$ cat src/rtl/pcl_pkg.sv
// pcl_pkg: shared types, register reset values and display tables for the
// pelican crossing light controller; no dependencies
package pcl_pkg;

   localparam int TIMER_WIDTH_DEFAULT = 16;
   localparam int CSR_INDEX_W = 3;
   localparam int CSR_DATA_W = 16;

   // register reset values
   localparam logic [15:0] MIN_GREEN_RESET   = 16'd4000;
   localparam logic [15:0] PRESS_DELAY_RESET = 16'd8000;
   localparam logic [15:0] YELLOW_RESET      = 16'd2500;
   localparam logic [15:0] WALK_RESET        = 16'd5000;
   localparam logic [15:0] COUNT_STEP_RESET  = 16'd1000;
   localparam logic [11:0] FRAME_RESET       = 12'd150;
   localparam logic [3:0]  COUNT_START_RESET = 4'd9;

   localparam logic [3:0] DIGIT_MAX = 4'd9;
   localparam logic [3:0] READY_DIGIT = 4'd5;

   // lamp codes
   localparam logic [2:0] CAR_RED    = 3'b001;
   localparam logic [2:0] CAR_YELLOW = 3'b010;
   localparam logic [2:0] CAR_GREEN  = 3'b100;
   localparam logic [1:0] WALKER_DONT_WALK = 2'b01;
   localparam logic [1:0] WALKER_WALK      = 2'b10;

   typedef enum logic [CSR_INDEX_W-1:0] {
      CSR_MIN_GREEN   = 3'd0,
      CSR_PRESS_DELAY = 3'd1,
      CSR_YELLOW      = 3'd2,
      CSR_WALK        = 3'd3,
      CSR_COUNT_STEP  = 3'd4,
      CSR_FRAME       = 3'd5,
      CSR_COUNT_START = 3'd6
   } csr_reg_type;

   typedef enum logic [4:0] {
      PH_READY  = 5'b00001,
      PH_WAIT   = 5'b00010,
      PH_YELLOW = 5'b00100,
      PH_WALK   = 5'b01000,
      PH_COUNT  = 5'b10000
   } phase_type;

   typedef struct packed {
      logic [15:0] min_green_ms;
      logic [15:0] press_delay_ms;
      logic [15:0] yellow_ms;
      logic [15:0] walk_ms;
      logic [15:0] count_step_ms;
      logic [11:0] frame_ms;
      logic [3:0]  count_start;
   } cfg_type;

   typedef struct packed {
      logic [2:0] car_lamps;
      logic [1:0] walker_lamps;
      logic [6:0] segments;
   } result_type;

   // seven segment pattern of a digit, values above nine show nine
   function automatic logic [6:0] digit_segs(input logic [3:0] digit);
      logic [6:0] segs;
      unique case (digit)
         4'd0:    segs = 7'h3F;
         4'd1:    segs = 7'h09;
         4'd2:    segs = 7'h5E;
         4'd3:    segs = 7'h5B;
         4'd4:    segs = 7'h69;
         4'd5:    segs = 7'h73;
         4'd6:    segs = 7'h77;
         4'd7:    segs = 7'h19;
         4'd8:    segs = 7'h7F;
         default: segs = 7'h7B;
      endcase
      return segs;
   endfunction

   // chase animation: line 1, line 6, line 4, blank
   function automatic logic [6:0] frame_segs(input logic [1:0] frame);
      logic [6:0] segs;
      unique case (frame)
         2'd0:    segs = 7'h02;
         2'd1:    segs = 7'h40;
         2'd2:    segs = 7'h10;
         default: segs = 7'h00;
      endcase
      return segs;
   endfunction

endpackage

$ cat src/rtl/pedestrian_crossing_light_controller.sv
// pedestrian_crossing_light_controller: top level of the pelican crossing controller
// instantiates pcl_csr and pcl_fsm, depends on pcl_pkg
//
// usage
// - request channel (req_valid/req_ready/req_button): one transaction per
//   millisecond tick, carrying the sampled button level
// - response channel (rsp_valid/rsp_ready/rsp_*): one transaction per tick
//   with the car lamps, walker lamps and seven segment drives after that tick
// - csr channel (csr_valid/csr_ready/csr_index/csr_wdata): register writes,
//   always ready; write only while no tick is in flight
// - path: an accepted request is held in the input register, then the state
//   update writes its result into the response register, which raises rsp_valid
// - throughput: one tick per clock while the receiver does not stall, set by the
//   combinational state update between the input register and the response register
// - reset: phase goes to ready (cars green, don't walk, display 5), all
//   timers clear and the registers take their default timings
// - receiver stall: the response register holds; the input register still
//   takes one more tick, then req_ready drops until the response drains
module pedestrian_crossing_light_controller #(
   parameter int TIMER_WIDTH = pcl_pkg::TIMER_WIDTH_DEFAULT
) (
   input  logic                             clock,
   input  logic                             reset,
   input  logic                             req_valid,
   output logic                             req_ready,
   input  logic                             req_button,
   output logic                             rsp_valid,
   input  logic                             rsp_ready,
   output logic [2:0]                       rsp_car_lamps,
   output logic [1:0]                       rsp_walker_lamps,
   output logic [6:0]                       rsp_segments,
   input  logic                             csr_valid,
   output logic                             csr_ready,
   input  logic [pcl_pkg::CSR_INDEX_W-1:0]  csr_index,
   input  logic [pcl_pkg::CSR_DATA_W-1:0]   csr_wdata
);
   import pcl_pkg::*;

   cfg_type    cfg;
   result_type result;

   // input register
   logic s1_valid_ff, s1_valid_in;
   logic s1_button_ff;
   // response register
   logic       rsp_valid_ff, rsp_valid_in;
   result_type rsp_ff;

   logic step_en;
   logic req_take;

   // tick moves into the response register when it is empty or draining
   assign step_en = s1_valid_ff && (!rsp_valid_ff || rsp_ready);
   assign req_ready = !s1_valid_ff || step_en;
   assign req_take = req_valid && req_ready;

   always_comb begin
      if (req_take) begin
         s1_valid_in = 1'b1;
      end else if (step_en) begin
         s1_valid_in = 1'b0;
      end else begin
         s1_valid_in = s1_valid_ff;
      end
      if (step_en) begin
         rsp_valid_in = 1'b1;
      end else if (rsp_ready) begin
         rsp_valid_in = 1'b0;
      end else begin
         rsp_valid_in = rsp_valid_ff;
      end
   end

   always_ff @(posedge clock) begin
      if (reset) begin
         s1_valid_ff <= 1'b0;
         rsp_valid_ff <= 1'b0;
      end else begin
         s1_valid_ff <= s1_valid_in;
         rsp_valid_ff <= rsp_valid_in;
      end
   end

   // payload registers, no reset needed
   always_ff @(posedge clock) begin
      if (req_take) begin
         s1_button_ff <= req_button;
      end
      if (step_en) begin
         rsp_ff <= result;
      end
   end

   pcl_csr u_csr (
      .clock     (clock),
      .reset     (reset),
      .csr_valid (csr_valid),
      .csr_ready (csr_ready),
      .csr_index (csr_index),
      .csr_wdata (csr_wdata),
      .cfg       (cfg)
   );

   pcl_fsm #(
      .TIMER_WIDTH (TIMER_WIDTH)
   ) u_fsm (
      .clock   (clock),
      .reset   (reset),
      .step_en (step_en),
      .button  (s1_button_ff),
      .cfg     (cfg),
      .result  (result)
   );

   assign rsp_valid = rsp_valid_ff;
   assign rsp_car_lamps = rsp_ff.car_lamps;
   assign rsp_walker_lamps = rsp_ff.walker_lamps;
   assign rsp_segments = rsp_ff.segments;

endmodule

$ cat src/rtl/pcl_csr.sv
// pcl_csr: configuration register file of the crossing controller
// depends on pcl_pkg
module pcl_csr (
   input  logic                               clock,
   input  logic                               reset,
   input  logic                               csr_valid,
   output logic                               csr_ready,
   input  logic [pcl_pkg::CSR_INDEX_W-1:0]    csr_index,
   input  logic [pcl_pkg::CSR_DATA_W-1:0]     csr_wdata,
   output pcl_pkg::cfg_type                   cfg
);
   import pcl_pkg::*;

   cfg_type cfg_ff;
   cfg_type cfg_in;

   assign csr_ready = 1'b1;
   assign cfg = cfg_ff;

   always_comb begin
      cfg_in = cfg_ff;
      if (csr_valid) begin
         unique case (csr_reg_type'(csr_index))
            CSR_MIN_GREEN:   cfg_in.min_green_ms   = csr_wdata;
            CSR_PRESS_DELAY: cfg_in.press_delay_ms = csr_wdata;
            CSR_YELLOW:      cfg_in.yellow_ms      = csr_wdata;
            CSR_WALK:        cfg_in.walk_ms        = csr_wdata;
            CSR_COUNT_STEP:  cfg_in.count_step_ms  = csr_wdata;
            CSR_FRAME:       cfg_in.frame_ms       = csr_wdata[11:0];
            CSR_COUNT_START: cfg_in.count_start    = csr_wdata[3:0];
            default:         cfg_in = cfg_ff;
         endcase
      end
   end

   always_ff @(posedge clock) begin
      if (reset) begin
         cfg_ff.min_green_ms   <= MIN_GREEN_RESET;
         cfg_ff.press_delay_ms <= PRESS_DELAY_RESET;
         cfg_ff.yellow_ms      <= YELLOW_RESET;
         cfg_ff.walk_ms        <= WALK_RESET;
         cfg_ff.count_step_ms  <= COUNT_STEP_RESET;
         cfg_ff.frame_ms       <= FRAME_RESET;
         cfg_ff.count_start    <= COUNT_START_RESET;
      end else begin
         cfg_ff <= cfg_in;
      end
   end

endmodule

$ cat src/rtl/pcl_fsm.sv
// pcl_fsm: phase state machine, timers and lamp/display decode, one tick per step
// depends on pcl_pkg
module pcl_fsm #(
   parameter int TIMER_WIDTH = pcl_pkg::TIMER_WIDTH_DEFAULT
) (
   input  logic                 clock,
   input  logic                 reset,
   input  logic                 step_en,
   input  logic                 button,
   input  pcl_pkg::cfg_type     cfg,
   output pcl_pkg::result_type  result
);
   import pcl_pkg::*;

   localparam int CMP_W = (TIMER_WIDTH > 16) ? TIMER_WIDTH : 16;
   localparam logic [TIMER_WIDTH-1:0] TIMER_MAX = '1;

   phase_type              phase_ff, phase_in;
   logic [TIMER_WIDTH-1:0] phase_timer_ff, phase_timer_in;
   logic [15:0]            green_elapsed_ff, green_elapsed_in;
   logic [15:0]            wait_length_ff, wait_length_in;
   logic [3:0]             count_digit_ff, count_digit_in;
   logic [1:0]             anim_frame_ff, anim_frame_in;
   logic [11:0]            frame_timer_ff, frame_timer_in;

   logic [15:0]            cap;
   logic [15:0]            green_clamped;
   logic [15:0]            wait_calc;
   logic [TIMER_WIDTH-1:0] timer_inc;
   logic [CMP_W-1:0]       timer_cmp;
   logic [11:0]            frame_inc;
   logic [1:0]             anim_inc;
   logic [3:0]             start_digit;

   always_comb begin
      cap = (cfg.min_green_ms == 16'd0) ? 16'd0 : cfg.min_green_ms - 16'd1;
      green_clamped = (green_elapsed_ff > cap) ? cap : green_elapsed_ff;
      wait_calc = (cfg.press_delay_ms > green_clamped) ?
                  cfg.press_delay_ms - green_clamped : 16'd0;
      timer_inc = (phase_timer_ff == TIMER_MAX) ? TIMER_MAX : phase_timer_ff + 1'b1;
      timer_cmp = CMP_W'(timer_inc);
      frame_inc = frame_timer_ff + 12'd1;
      anim_inc = anim_frame_ff + 2'd1;
      if (cfg.count_start == 4'd0) begin
         start_digit = 4'd1;
      end else if (cfg.count_start > DIGIT_MAX) begin
         start_digit = DIGIT_MAX;
      end else begin
         start_digit = cfg.count_start;
      end
   end

   always_comb begin
      phase_in = phase_ff;
      phase_timer_in = phase_timer_ff;
      green_elapsed_in = green_clamped;
      wait_length_in = wait_length_ff;
      count_digit_in = count_digit_ff;
      anim_frame_in = anim_frame_ff;
      frame_timer_in = frame_timer_ff;
      unique case (phase_ff)
         PH_WAIT: begin
            phase_timer_in = timer_inc;
            if (timer_cmp >= CMP_W'(wait_length_ff)) begin
               phase_in = PH_YELLOW;
               phase_timer_in = '0;
            end
         end
         PH_YELLOW: begin
            phase_timer_in = timer_inc;
            if (timer_cmp >= CMP_W'(cfg.yellow_ms)) begin
               phase_in = PH_WALK;
               phase_timer_in = '0;
               anim_frame_in = 2'd0;
               frame_timer_in = 12'd0;
            end
         end
         PH_WALK: begin
            phase_timer_in = timer_inc;
            frame_timer_in = frame_inc;
            if (frame_inc >= cfg.frame_ms || frame_inc == 12'd0) begin
               frame_timer_in = 12'd0;
               anim_frame_in = anim_inc;
               // walk ends only at the end of a whole round
               if (anim_inc == 2'd0 && timer_cmp >= CMP_W'(cfg.walk_ms)) begin
                  phase_in = PH_COUNT;
                  phase_timer_in = '0;
                  count_digit_in = start_digit;
               end
            end
         end
         PH_COUNT: begin
            phase_timer_in = timer_inc;
            if (timer_cmp >= CMP_W'(cfg.count_step_ms)) begin
               phase_timer_in = '0;
               if (count_digit_ff <= 4'd1) begin
                  phase_in = PH_READY;
                  count_digit_in = 4'd0;
                  green_elapsed_in = 16'd0;
               end else begin
                  count_digit_in = count_digit_ff - 4'd1;
               end
            end
         end
         default: begin
            phase_in = PH_READY;
            if (button) begin
               wait_length_in = wait_calc;
               phase_timer_in = '0;
               // no wait left: straight to yellow on the press tick
               phase_in = (wait_calc == 16'd0) ? PH_YELLOW : PH_WAIT;
            end else if (green_clamped < cap) begin
               green_elapsed_in = green_clamped + 16'd1;
            end
         end
      endcase
   end

   // result shows the phase after this tick's update
   always_comb begin
      unique case (phase_in)
         PH_YELLOW: begin
            result.car_lamps = CAR_YELLOW;
            result.walker_lamps = WALKER_DONT_WALK;
            result.segments = digit_segs(READY_DIGIT);
         end
         PH_WALK: begin
            result.car_lamps = CAR_RED;
            result.walker_lamps = WALKER_WALK;
            result.segments = frame_segs(anim_frame_in);
         end
         PH_COUNT: begin
            result.car_lamps = CAR_RED;
            result.walker_lamps = WALKER_WALK;
            result.segments = digit_segs(count_digit_in);
         end
         default: begin
            result.car_lamps = CAR_GREEN;
            result.walker_lamps = WALKER_DONT_WALK;
            result.segments = digit_segs(READY_DIGIT);
         end
      endcase
   end

   always_ff @(posedge clock) begin
      if (reset) begin
         phase_ff <= PH_READY;
         phase_timer_ff <= '0;
         green_elapsed_ff <= 16'd0;
         wait_length_ff <= 16'd0;
         count_digit_ff <= 4'd0;
         anim_frame_ff <= 2'd0;
         frame_timer_ff <= 12'd0;
      end else if (step_en) begin
         phase_ff <= phase_in;
         phase_timer_ff <= phase_timer_in;
         green_elapsed_ff <= green_elapsed_in;
         wait_length_ff <= wait_length_in;
         count_digit_ff <= count_digit_in;
         anim_frame_ff <= anim_frame_in;
         frame_timer_ff <= frame_timer_in;
      end
   end

endmodule

$ cat config.mk
export PLATFORM = sky130hd
export DESIGN_NAME = pedestrian_crossing_light_controller
export DESIGN_NICKNAME = d
export VERILOG_FILES = /design/src/rtl/pcl_pkg.sv /design/src/rtl/pedestrian_crossing_light_controller.sv /design/src/rtl/pcl_csr.sv /design/src/rtl/pcl_fsm.sv
export SDC_FILE = /design/constraint.sdc
export NUM_CORES = 1
export LEC_CHECK = 0
export BUFFER_PORTS_ARGS = -buffer_cell sky130_fd_sc_hd__buf_2
export CAP_MARGIN = 20
export CORE_UTILIZATION = 64
export CTS_CLUSTER_DIAMETER = 200
export CTS_CLUSTER_SIZE = 10
export DETAILED_ROUTE_END_ITERATION = 6
export PLACE_DENSITY = 0.82
export SYNTH_ARGS = -nofsm -noshare
export SYNTH_HDL_FRONTEND = slang
export SYNTH_SLANG_ARGS = --single-unit
$ cat constraint.sdc
create_clock -name clock -period 10.2 [get_ports clock]
set_input_delay 1.02 -clock clock [delete_from_list [all_inputs] [get_ports clock]]
set_output_delay 1.02 -clock clock [all_outputs]
set_load 0.02 [all_outputs]
Word level (Yosys, flattened, before mapping) --
Memory sizes are Yosys's and may differ from the RTL's. Index checks and enable logic that the tools add are counted.
Word-level totals: register bits 182, ROM bits 112, output and inout bits 15, word-level logic and storage cells 131, memories 1
Cells by class: add/subtract/negate cells 7, order comparisons 10, equal/unequal tests 17, muxes and demuxes 44, bitwise logic cells 1, reduce and logical (&&, ||, !) cells 31
Memory list:
- (name not given) | depth 16, bits a word 7, rd ports 1, clocked after Yosys merged registers in 0, write ports 0, RTL line pcl_pkg.sv:65 | unique case (digit)
Operators with widths (number):
- 16-bit 2-to-1 mux | 14
- 16-bit greater-or-equal comparator | 4
- 16-bit one-hot mux with 4 select lines | 1
- 12-bit one-hot mux with 3 select lines | 1
- 5-bit 2-to-1 mux | 7
- 16-bit by 1-bit adder with 16-bit output (second input constant) | 2
- 16-bit > comparator | 2
- 16-bit logical NOT | 2
- 16-bit one-hot mux with 2 select lines | 1
- 12-bit 2-to-1 mux | 2
- 4-bit 2-to-1 mux | 6
- 12-bit one-hot mux with 2 select lines | 1
- 7-bit one-hot mux with 3 select lines | 1
- 5-bit one-hot mux with 4 select lines | 1
- 16-bit == test (second input constant) | 1
- 16-bit less-than comparator | 1
- 2-bit AND reduction | 8
- 16-bit by 1-bit subtractor with 16-bit output (second input constant) | 1
- 16-bit subtractor | 1
- 12-bit by 1-bit adder with 12-bit output (second input constant) | 1
- 12-bit greater-or-equal comparator | 1
- 12-bit logical NOT | 1
- 5-bit by 3-bit == test with 1-bit output (second input constant) | 2
- 5-bit by 4-bit == test with 1-bit output (second input constant) | 2
- other kinds (29) | 46

Logic depth before layout (Yosys ltp) --
Gate-level depths: netlist (run 1).
depth after elaboration 12, mapped depth 30, gate-level depth less buffers 28

Hierarchy --
Synthesis (run 1) repeated with hierarchy kept, for this count alone.
Unflattened totals: cell total of the unflattened synthesis 1558, area, all modules 13145.1 µm²
By module, submodules not included:
- pcl_fsm | times used 1, cells each 1175, area an instance 8822.2 µm²
- pcl_csr | times used 1, cells each 360, area an instance 3828.7 µm²
- pedestrian_crossing_light_controller | times used 1, cells each 23, area an instance 494.2 µm²

Least setup slack after synthesis (run 1) --
No wires, ideal clock.
path kind register to register, start point reg u_csr.cfg_ff, in the netlist u_csr.cfg[84], end point reg rsp_ff, in the netlist rsp_car_lamps[2] (data pin), setup time 267 ps, arrival time 6804 ps, data required time 9933 ps, slack 3129 ps, cell stages (with the launch flop) 28, period minus slack after synthesis 7071 ps, path through dfxtp_1 -> buf_6 -> or4_4 -> or2_2 -> or4_1 -> xor2_1 -> or2_2 -> ha_1 -> nand4_1 -> nor4_1 -> a31o_2 -> clkbuf_1 -> nand2_1 -> a21boi_0 -> inv_1 -> ha_1 -> inv_1 -> ha_1 -> a21oi_1 -> mux2i_1 -> maj3_2 -> o2111a_1 -> o31a_1 -> and3_1 -> or4_4 -> a2111oi_2 -> o21a_1 -> o211ai_1
RTL lines:
- start: declaration | RTL line pcl_csr.sv:14 | cfg_type cfg_ff;
- start signal: assignment | RTL line pcl_csr.sv:46 | cfg_ff <= cfg_in;
- end signal: assignment | RTL line pedestrian_crossing_light_controller.sv:90 | rsp_ff <= result;
- end: declaration | RTL line pedestrian_crossing_light_controller.sv:47 | result_type rsp_ff;

==> results of run 1 <==
-- logic make-up after synthesis --
kind of cell	count (synthesis)	synth area share
DFF	181	0.302
xor gates and xnor gates	50	0.0353
adders and majority gates	133	0.133
buffers and inverters	199	0.0620
AOI/OAI and AO/OA	411	0.222
other	1	0.000302
and+or+nand+nor	574	0.223
muxes	25	0.0218
-- synthesized netlist by cell type, drive strengths merged (5+ instances only) --
library cell	instances	share of area
o31ai	9	0.0054
edfxtp	12	0.029
and2	13	0.0066
ha	129	0.13
nand3	42	0.017
nor2	95	0.029
a31oi	24	0.013
xor2	13	0.0092
or4	12	0.0079
o31a	5	0.0035
clkbuf	61	0.018
a211oi	13	0.0079
a22o	16	0.011
and3	23	0.012
inv	132	0.040
dfxtp	169	0.27
buf	5	0.0033
a311oi	6	0.0042
nor4	11	0.0068
nor3b	8	0.0048
a2111oi	5	0.0040
or3	12	0.0061
o21a	16	0.0097
mux2i	22	0.019
a22oi	11	0.0067
nor2b	14	0.0071
nand2	243	0.074
nand4	18	0.0091
nand2b	23	0.012
or2	14	0.0071
a21o	47	0.028
o21ai	46	0.019
xnor2	37	0.026
o211ai	33	0.020
nor3	29	0.012
a21oi	130	0.052
-- worst max-delay path, cell delays in order, from the launching register on --
cell	delay [ns]
dfxtp_1	0.36
or4_1	0.61
or2_2	0.35
or4_1	0.42
xor2_1	0.18
or2_2	0.32
ha_1	0.32
nand4_1	0.14
nor4_1	0.78
a31o_2	0.49
nand2_1	0.09
a21boi_0	0.23
inv_1	0.21
ha_1	0.17
inv_1	0.06
ha_1	0.19
a21oi_1	0.15
mux2i_1	0.13
maj3_2	0.36
o2111a_1	0.26
o31a_1	0.32
and3_1	0.19
or4_4	0.49
a2111oi_2	0.41
o21a_1	0.18
o211ai_1	0.10
-- registers in the layout (all words and copies together), names as in the netlist, 2 cells and up --
name                    flops
rsp_car_lamps               3
u_fsm.green_elapsed_ff     16
u_fsm.phase_ff              5
rsp_segments                7
u_fsm.frame_timer_ff       12
u_fsm.count_digit_ff        4
u_fsm.anim_frame_ff         2
u_fsm.phase_timer_ff       16
u_csr.cfg                  96
u_fsm.wait_length_ff       16
-- worst paths after layout --
| check | startpoint | to | cells past startpoint |
|---|---|---|---|
| worst min register to register | u_fsm.wait_length_ff[14]$_SDFFE_PP0P_ | u_fsm.wait_length_ff[14]$_SDFFE_PP0P_ | 2 |
| worst min-delay path | u_fsm.wait_length_ff[14]$_SDFFE_PP0P_ | u_fsm.wait_length_ff[14]$_SDFFE_PP0P_ | 2 |
| worst max-delay path | u_csr.cfg[80]$_SDFFE_PP0P_ | rsp_car_lamps[2]$_DFFE_PP_ | 25 |
| worst max register to register | u_csr.cfg[80]$_SDFFE_PP0P_ | rsp_car_lamps[2]$_DFFE_PP_ | 25 |
-- placed cells by master (no fill, tap or decap), drive strengths merged, types with 9 or more instances in the layout --
| cell type | count |
|---|---|
| o211ai | 33 |
| dfxtp | 169 |
| nor2 | 95 |
| a21o | 47 |
| edfxtp | 12 |
| a22o | 16 |
| o31ai | 9 |
| o21ai | 46 |
| nor2b | 14 |
| nor3 | 29 |
| nor4 | 11 |
| xnor2 | 37 |
| or3 | 12 |
| or4 | 12 |
| nand2 | 243 |
| a31oi | 24 |
| nand3 | 42 |
| ha | 129 |
| buf | 48 |
| a211oi | 13 |
| inv | 138 |
| a21oi | 130 |
| mux2i | 22 |
| or2 | 14 |
| nand2b | 23 |
| and3 | 23 |
| xor2 | 13 |
| clkbuf | 20 |
| o21a | 16 |
| and2 | 13 |
| a22oi | 11 |
| nand4 | 18 |
-- metrics by stage --
step	std cells	total power [W]	setup slack, ns	utilization
finish	1848	0.00183	2.40	0.709
global route	1848	0.00190	2.01	0.709
CTS	1846	0.00181	2.54	0.708
detailed placement	1815	0.00116	2.58	0.676
global placement	1815	0.00115	2.68	0.676
floorplan	1574	0.00106	3.13	-
-- metal layers --
metal,wire length (um),up-vias,part of all wire
met3,2900,75,0.084
met4,1190,0,0.034
met2,15200,494,0.44
li1,-,5607,-
met1,15300,5453,0.44
met5,0,-,0
-- layout make-up --
class                      count  area [um^2]
multi-input combinational   1194         7910
fill                        1529         5480
sequential                   181         3740
inverter                     133          499
clock buffer                  19          464
tap                          260          325
timing repair buffer          49          282
clock inverter                12          129
-- power by group through the flow --
| stage | logic [W] | registers [W] | clock network, W |
|---|---|---|---|
| detailed placement | 0.000383 | 0.000773 | 0 |
| floorplan | 0.000288 | 0.000767 | 0 |
| CTS | 0.000387 | 0.000757 | 0.000671 |
| finish | 0.000397 | 0.000758 | 0.000671 |
| global placement | 0.000376 | 0.000772 | 0 |
| global route | 0.000435 | 0.000760 | 0.000701 |
==> reports/qor.txt, run 1 <==
status: completed
RSZ-0062 raised after global routing: false
Setup CP Type: reg2reg
number of enable flip-flop cells after synthesis: 12
Core Area: 0.0188 mm^2
met2 global-route usage: 0.571
Final min period: 7.80 ns
cell row count: 50
met1 Usage GRT: 0.481
Max Slew Vio Count: 0
Hold Path Class: reg2reg
die height: 141 um
warning count from the yosys run: 0
clock-pin slew on the worst setup and hold paths: 0.07 ns
Max Cap Violations: 0
initial DRC count: 1,212
Synth-to-Final Area Change: 7.62%
Post-CTS Setup Bufs: 0
TritonRoute pass-1 iters: 5
Async S/R FF share, synth: 0
drt wl/cell: 18.7 um
setup TNS: 0 ns
Critical Path AT: 7.98 ns
Peak Freq: 128 MHz
die area: 0.0199 mm^2
grt ovf: 0
crit path max fanout: 20
initial antenna violation count: 0
Finished Cell Area: 0.0134 mm^2
cells after synthesis: 1,574
Most used DFF post-synth: dfxtp_1
Worst setup SP type: flip-flop
Die Width: 141 um
CTS tree: built
share of power burned in registers: 0.415
Cell Area, Placed: 0.0127 mm^2
Num Clock Sinks: 181
Worst Skew: 0.0147 ns
Pint: 0.00122 W
worst vdd ir: 0.117 mV
gr usage total: 0.358
via density per instance: 6.29
global-route wire length before repair: 55.7 mm
Final #Nets: 1,730
number of I/O pins: 40
Comb pwr share: 0.217
routability-driven placement congestion ratio: 0.972
worst skew pair latency: 0.45 ns
Distinct cells, synth: 86
mapped cell area: 0.0124 mm^2
pin count of the biggest net entering global routing: 79
final setup fails: 0
Syn Nets: 1,728
crit end category: flip-flop
Via Count: 11,600
Rel. slew slack: 0.282
DRC Markers: 0
CTS resizes: 0
Root Buffer: clkbuf_16
Initial Utilization: 0.659
Post-Syn Area per Cell: 7.88 um^2
Max clock buf depth: 2
H-tree levels: 4
Fin. Hold Viols: 0
Leak: 5.79 nW
hold slack: 0.455 ns
hold_buf cts: 0
worst-margin pin slew: 1.07 ns
dpl hpwl: 25.0 mm
ratio of cells with drive above 1 in the final layout: 0.0737
gr busiest metal: met2
# port buffers: 38
net load switching power: 0.000601 W
Yosys reg bits: 181
total power divided by cell area: 137 mW/mm^2
number of global-route vias before repair: 10,800
required time of the critical path: 10.38 ns
Final period util: 0.765
Num CTS Buffers: 17
R2R Setup Slk: 2.40 ns
clock network power share: 0.368
final WL: 34.6 mm
diode count: 0
switching portion of total power: 0.329
post-synthesis sequential area ratio: 0.302
GR Util met3: 0.0618
antenna-violating nets left: 0
Power figures use the tool's default switching activity.
==> run 2, diff against run 1 <==
- clock period: 10.2 -> 8.16 ns (I/O delays scaled with it)
==> run 2 against run 1 <==
Clock power grew 24%. Flip-flop and latch count is the same. Non-clock buffer count grew 4. Clock skew grew 0.0028 ns. Critical path depth is the same. Core utilization grew 0.086 points. Sequential share of layout area is essentially flat. Via count is essentially flat. First-iteration DRC count shrank 0.58%. Global-route usage shrank 0.67 points. Register-to-register slack lost 2.0 ns. Routed wire length shrank 1.2%.
==> reports/qor.txt, run 2 (same netlist as run 1, synthesis figures left out) <==
R2R Setup Slk: 0.39 ns
multi-input logic area: 0.00791 mm^2
setup TNS: 0 ns
clock-pin slew on the worst setup and hold paths: 0.08 ns
Worst Min Path Start: u_csr.cfg[12]$_SDFFE_PP0P_
number of I/O pins: 40
global-route wire length before repair: 55.1 mm
CP max stage cell: nor4_1
number of global-route vias before repair: 10,800
RSZ-0062 raised after global routing: false
switching portion of total power: 0.334
worst skew pair latency: 0.45 ns
most used cell along the critical path: ha_1
Comb pwr share: 0.217
commonest non-fill, non-tap cell in the layout: nand2_1
drt wl/cell: 18.5 um
Worst Skew: 0.0175 ns
initial antenna violation count: 0
routability-driven placement congestion ratio: 1.01
final WL: 34.2 mm
ratio of cells with drive above 1 in the final layout: 0.0760
via density per instance: 6.28
initial DRC count: 1,205
die height: 141 um
Peak Freq: 129 MHz
Hold Path Sink: u_csr.cfg[12]$_SDFFE_PP0P_
crit end category: flip-flop
pin count of the biggest net entering global routing: 86
Crit path depth: 25
die area: 0.0199 mm^2
FILL cells: 1,539
Max clock buf depth: 2
reg2reg start: u_csr.cfg[80]$_SDFFE_PP0P_
Leak: 5.81 nW
required time of the critical path: 8.34 ns
Initial Utilization: 0.659
Via Count: 11,600
Reg area: 0.00374 mm^2
status: completed
H-tree levels: 4
Fin. Hold Viols: 0
Setup CP Type: reg2reg
diode count: 0
total power divided by cell area: 170 mW/mm^2
antenna-violating nets left: 0
Worst path max stage delay: 0.75 ns
Worst R2R Path Depth: 25
gr usage total: 0.351
Final period util: 0.953
Worst setup SP type: flip-flop
net load switching power: 0.000759 W
grt ovf: 0
commonest non-fill, non-tap cells in the layout: 243 x nand2_1, 169 x dfxtp_1, 131 x inv_1
# port buffers: 38
hold_buf cts: 0
Pint: 0.00151 W
Critical Path AT: 7.96 ns
Crit path max-delay family: simple AND/OR/NAND/NOR gates
worst vdd ir: 0.192 mV
CTS resizes: 0
clock network power share: 0.366
Hold Crit Depth: 2
Die Width: 141 um
TritonRoute pass-1 iters: 6
DRC Markers: 0
Rel. slew slack: 0.353
Num CTS Buffers: 17
cell row count: 50
Root Buffer: clkbuf_16
crit path max fanout: 20
CTS tree: built
worst-margin pin slew: 0.971 ns
Synth-to-Final Area Change: 7.76%
hold slack: 0.454 ns
Worst Path Buf+Inv: 2
Max Cap Violations: 0
Num Clock Sinks: 181
share of power burned in registers: 0.417
final setup fails: 0
dpl hpwl: 24.9 mm
Post-CTS Setup Bufs: 0
Hold Path Class: reg2reg
Largest register FFs: 96
Core Area: 0.0188 mm^2
Final min period: 7.77 ns
Max Slew Vio Count: 0
Final #Nets: 1,734
Worst R2R End: rsp_car_lamps[2]$_DFFE_PP_
[run 2: per-layer routing]
metal | global-route usage | wire, um
met1 | 0.478 | 15500
met2 | 0.555 | 14900
met3 | 0.0622 | 2770
met4 | 0.129 | 1020
met5 | 0 | 0
[run 2: area by class of cell]
| cell class | count | share of cell area |
|---|---|---|
| flip-flops and latches | 181 | 0.280 |
| clock inverters | 14 | 0.0117 |
| multi-input cells | 1194 | 0.592 |
| inverters | 133 | 0.0373 |
| repair buffers | 53 | 0.0228 |
| well taps | 260 | 0.0243 |
| clock buffers | 18 | 0.0321 |
[run 2: how the worst max path moves through the flow]
stage | startpoint | endpoint | slack [ns]
after CTS | u_csr.cfg[80]$_SDFFE_PP0P_ | rsp_car_lamps[2]$_DFFE_PP_ | 0.51
after global placement | u_csr.cfg[80]$_SDFFE_PP0P_ | rsp_car_lamps[2]$_DFFE_PP_ | 0.71
final | u_csr.cfg[80]$_SDFFE_PP0P_ | rsp_car_lamps[2]$_DFFE_PP_ | 0.39
after detailed placement | u_csr.cfg[80]$_SDFFE_PP0P_ | rsp_car_lamps[2]$_DFFE_PP_ | 0.56
after global routing | u_csr.cfg[80]$_SDFFE_PP0P_ | rsp_car_lamps[2]$_DFFE_PP_ | 0.006
after floorplan | u_csr.cfg[84]$_SDFFE_PP0P_ | rsp_car_lamps[2]$_DFFE_PP_ | 1.09
[run 2: worst reg2reg max path, cell delays in order, from the launching register on]
cell and delay, ns:
dfxtp_1 0.38, or4_1 0.61, or2_2 0.36, or4_1 0.42, xor2_1 0.18, or2_2 0.32
ha_1 0.32, nand4_1 0.14, nor4_1 0.75, a31o_2 0.50, nand2_1 0.11, a21boi_0 0.22
inv_1 0.21, ha_1 0.17, inv_1 0.06, ha_1 0.19, a21oi_1 0.12, mux2i_1 0.13
maj3_2 0.36, o2111a_1 0.25, o31a_1 0.32, and3_1 0.20, or4_4 0.50, a2111oi_2 0.43
o21a_1 0.18, o211ai_1 0.08
[run 2: power by group through the flow]
stage	registers, W	clock network (W)	logic, W
2_1_floorplan	0.000959	0	0.000360
3_3_place_gp	0.000966	0	0.000470
3_5_place_dp	0.000966	0	0.000475
4_1_cts	0.000946	0.000830	0.000481
5_1_grt	0.000950	0.000865	0.000542
6_report	0.000947	0.000830	0.000494
[run 2: metrics by stage]
stage	utilization	power (W)	setup slack, ns	cells	area [um^2]
final	0.710	0.00227	0.386	1853	13400
after floorplan	-	0.00132	1.09	1574	12400
after global routing	0.710	0.00236	0.00586	1853	13400
after detailed placement	0.678	0.00144	0.562	1818	12800
after global placement	0.678	0.00144	0.713	1818	12800
after CTS	0.709	0.00226	0.513	1850	13300
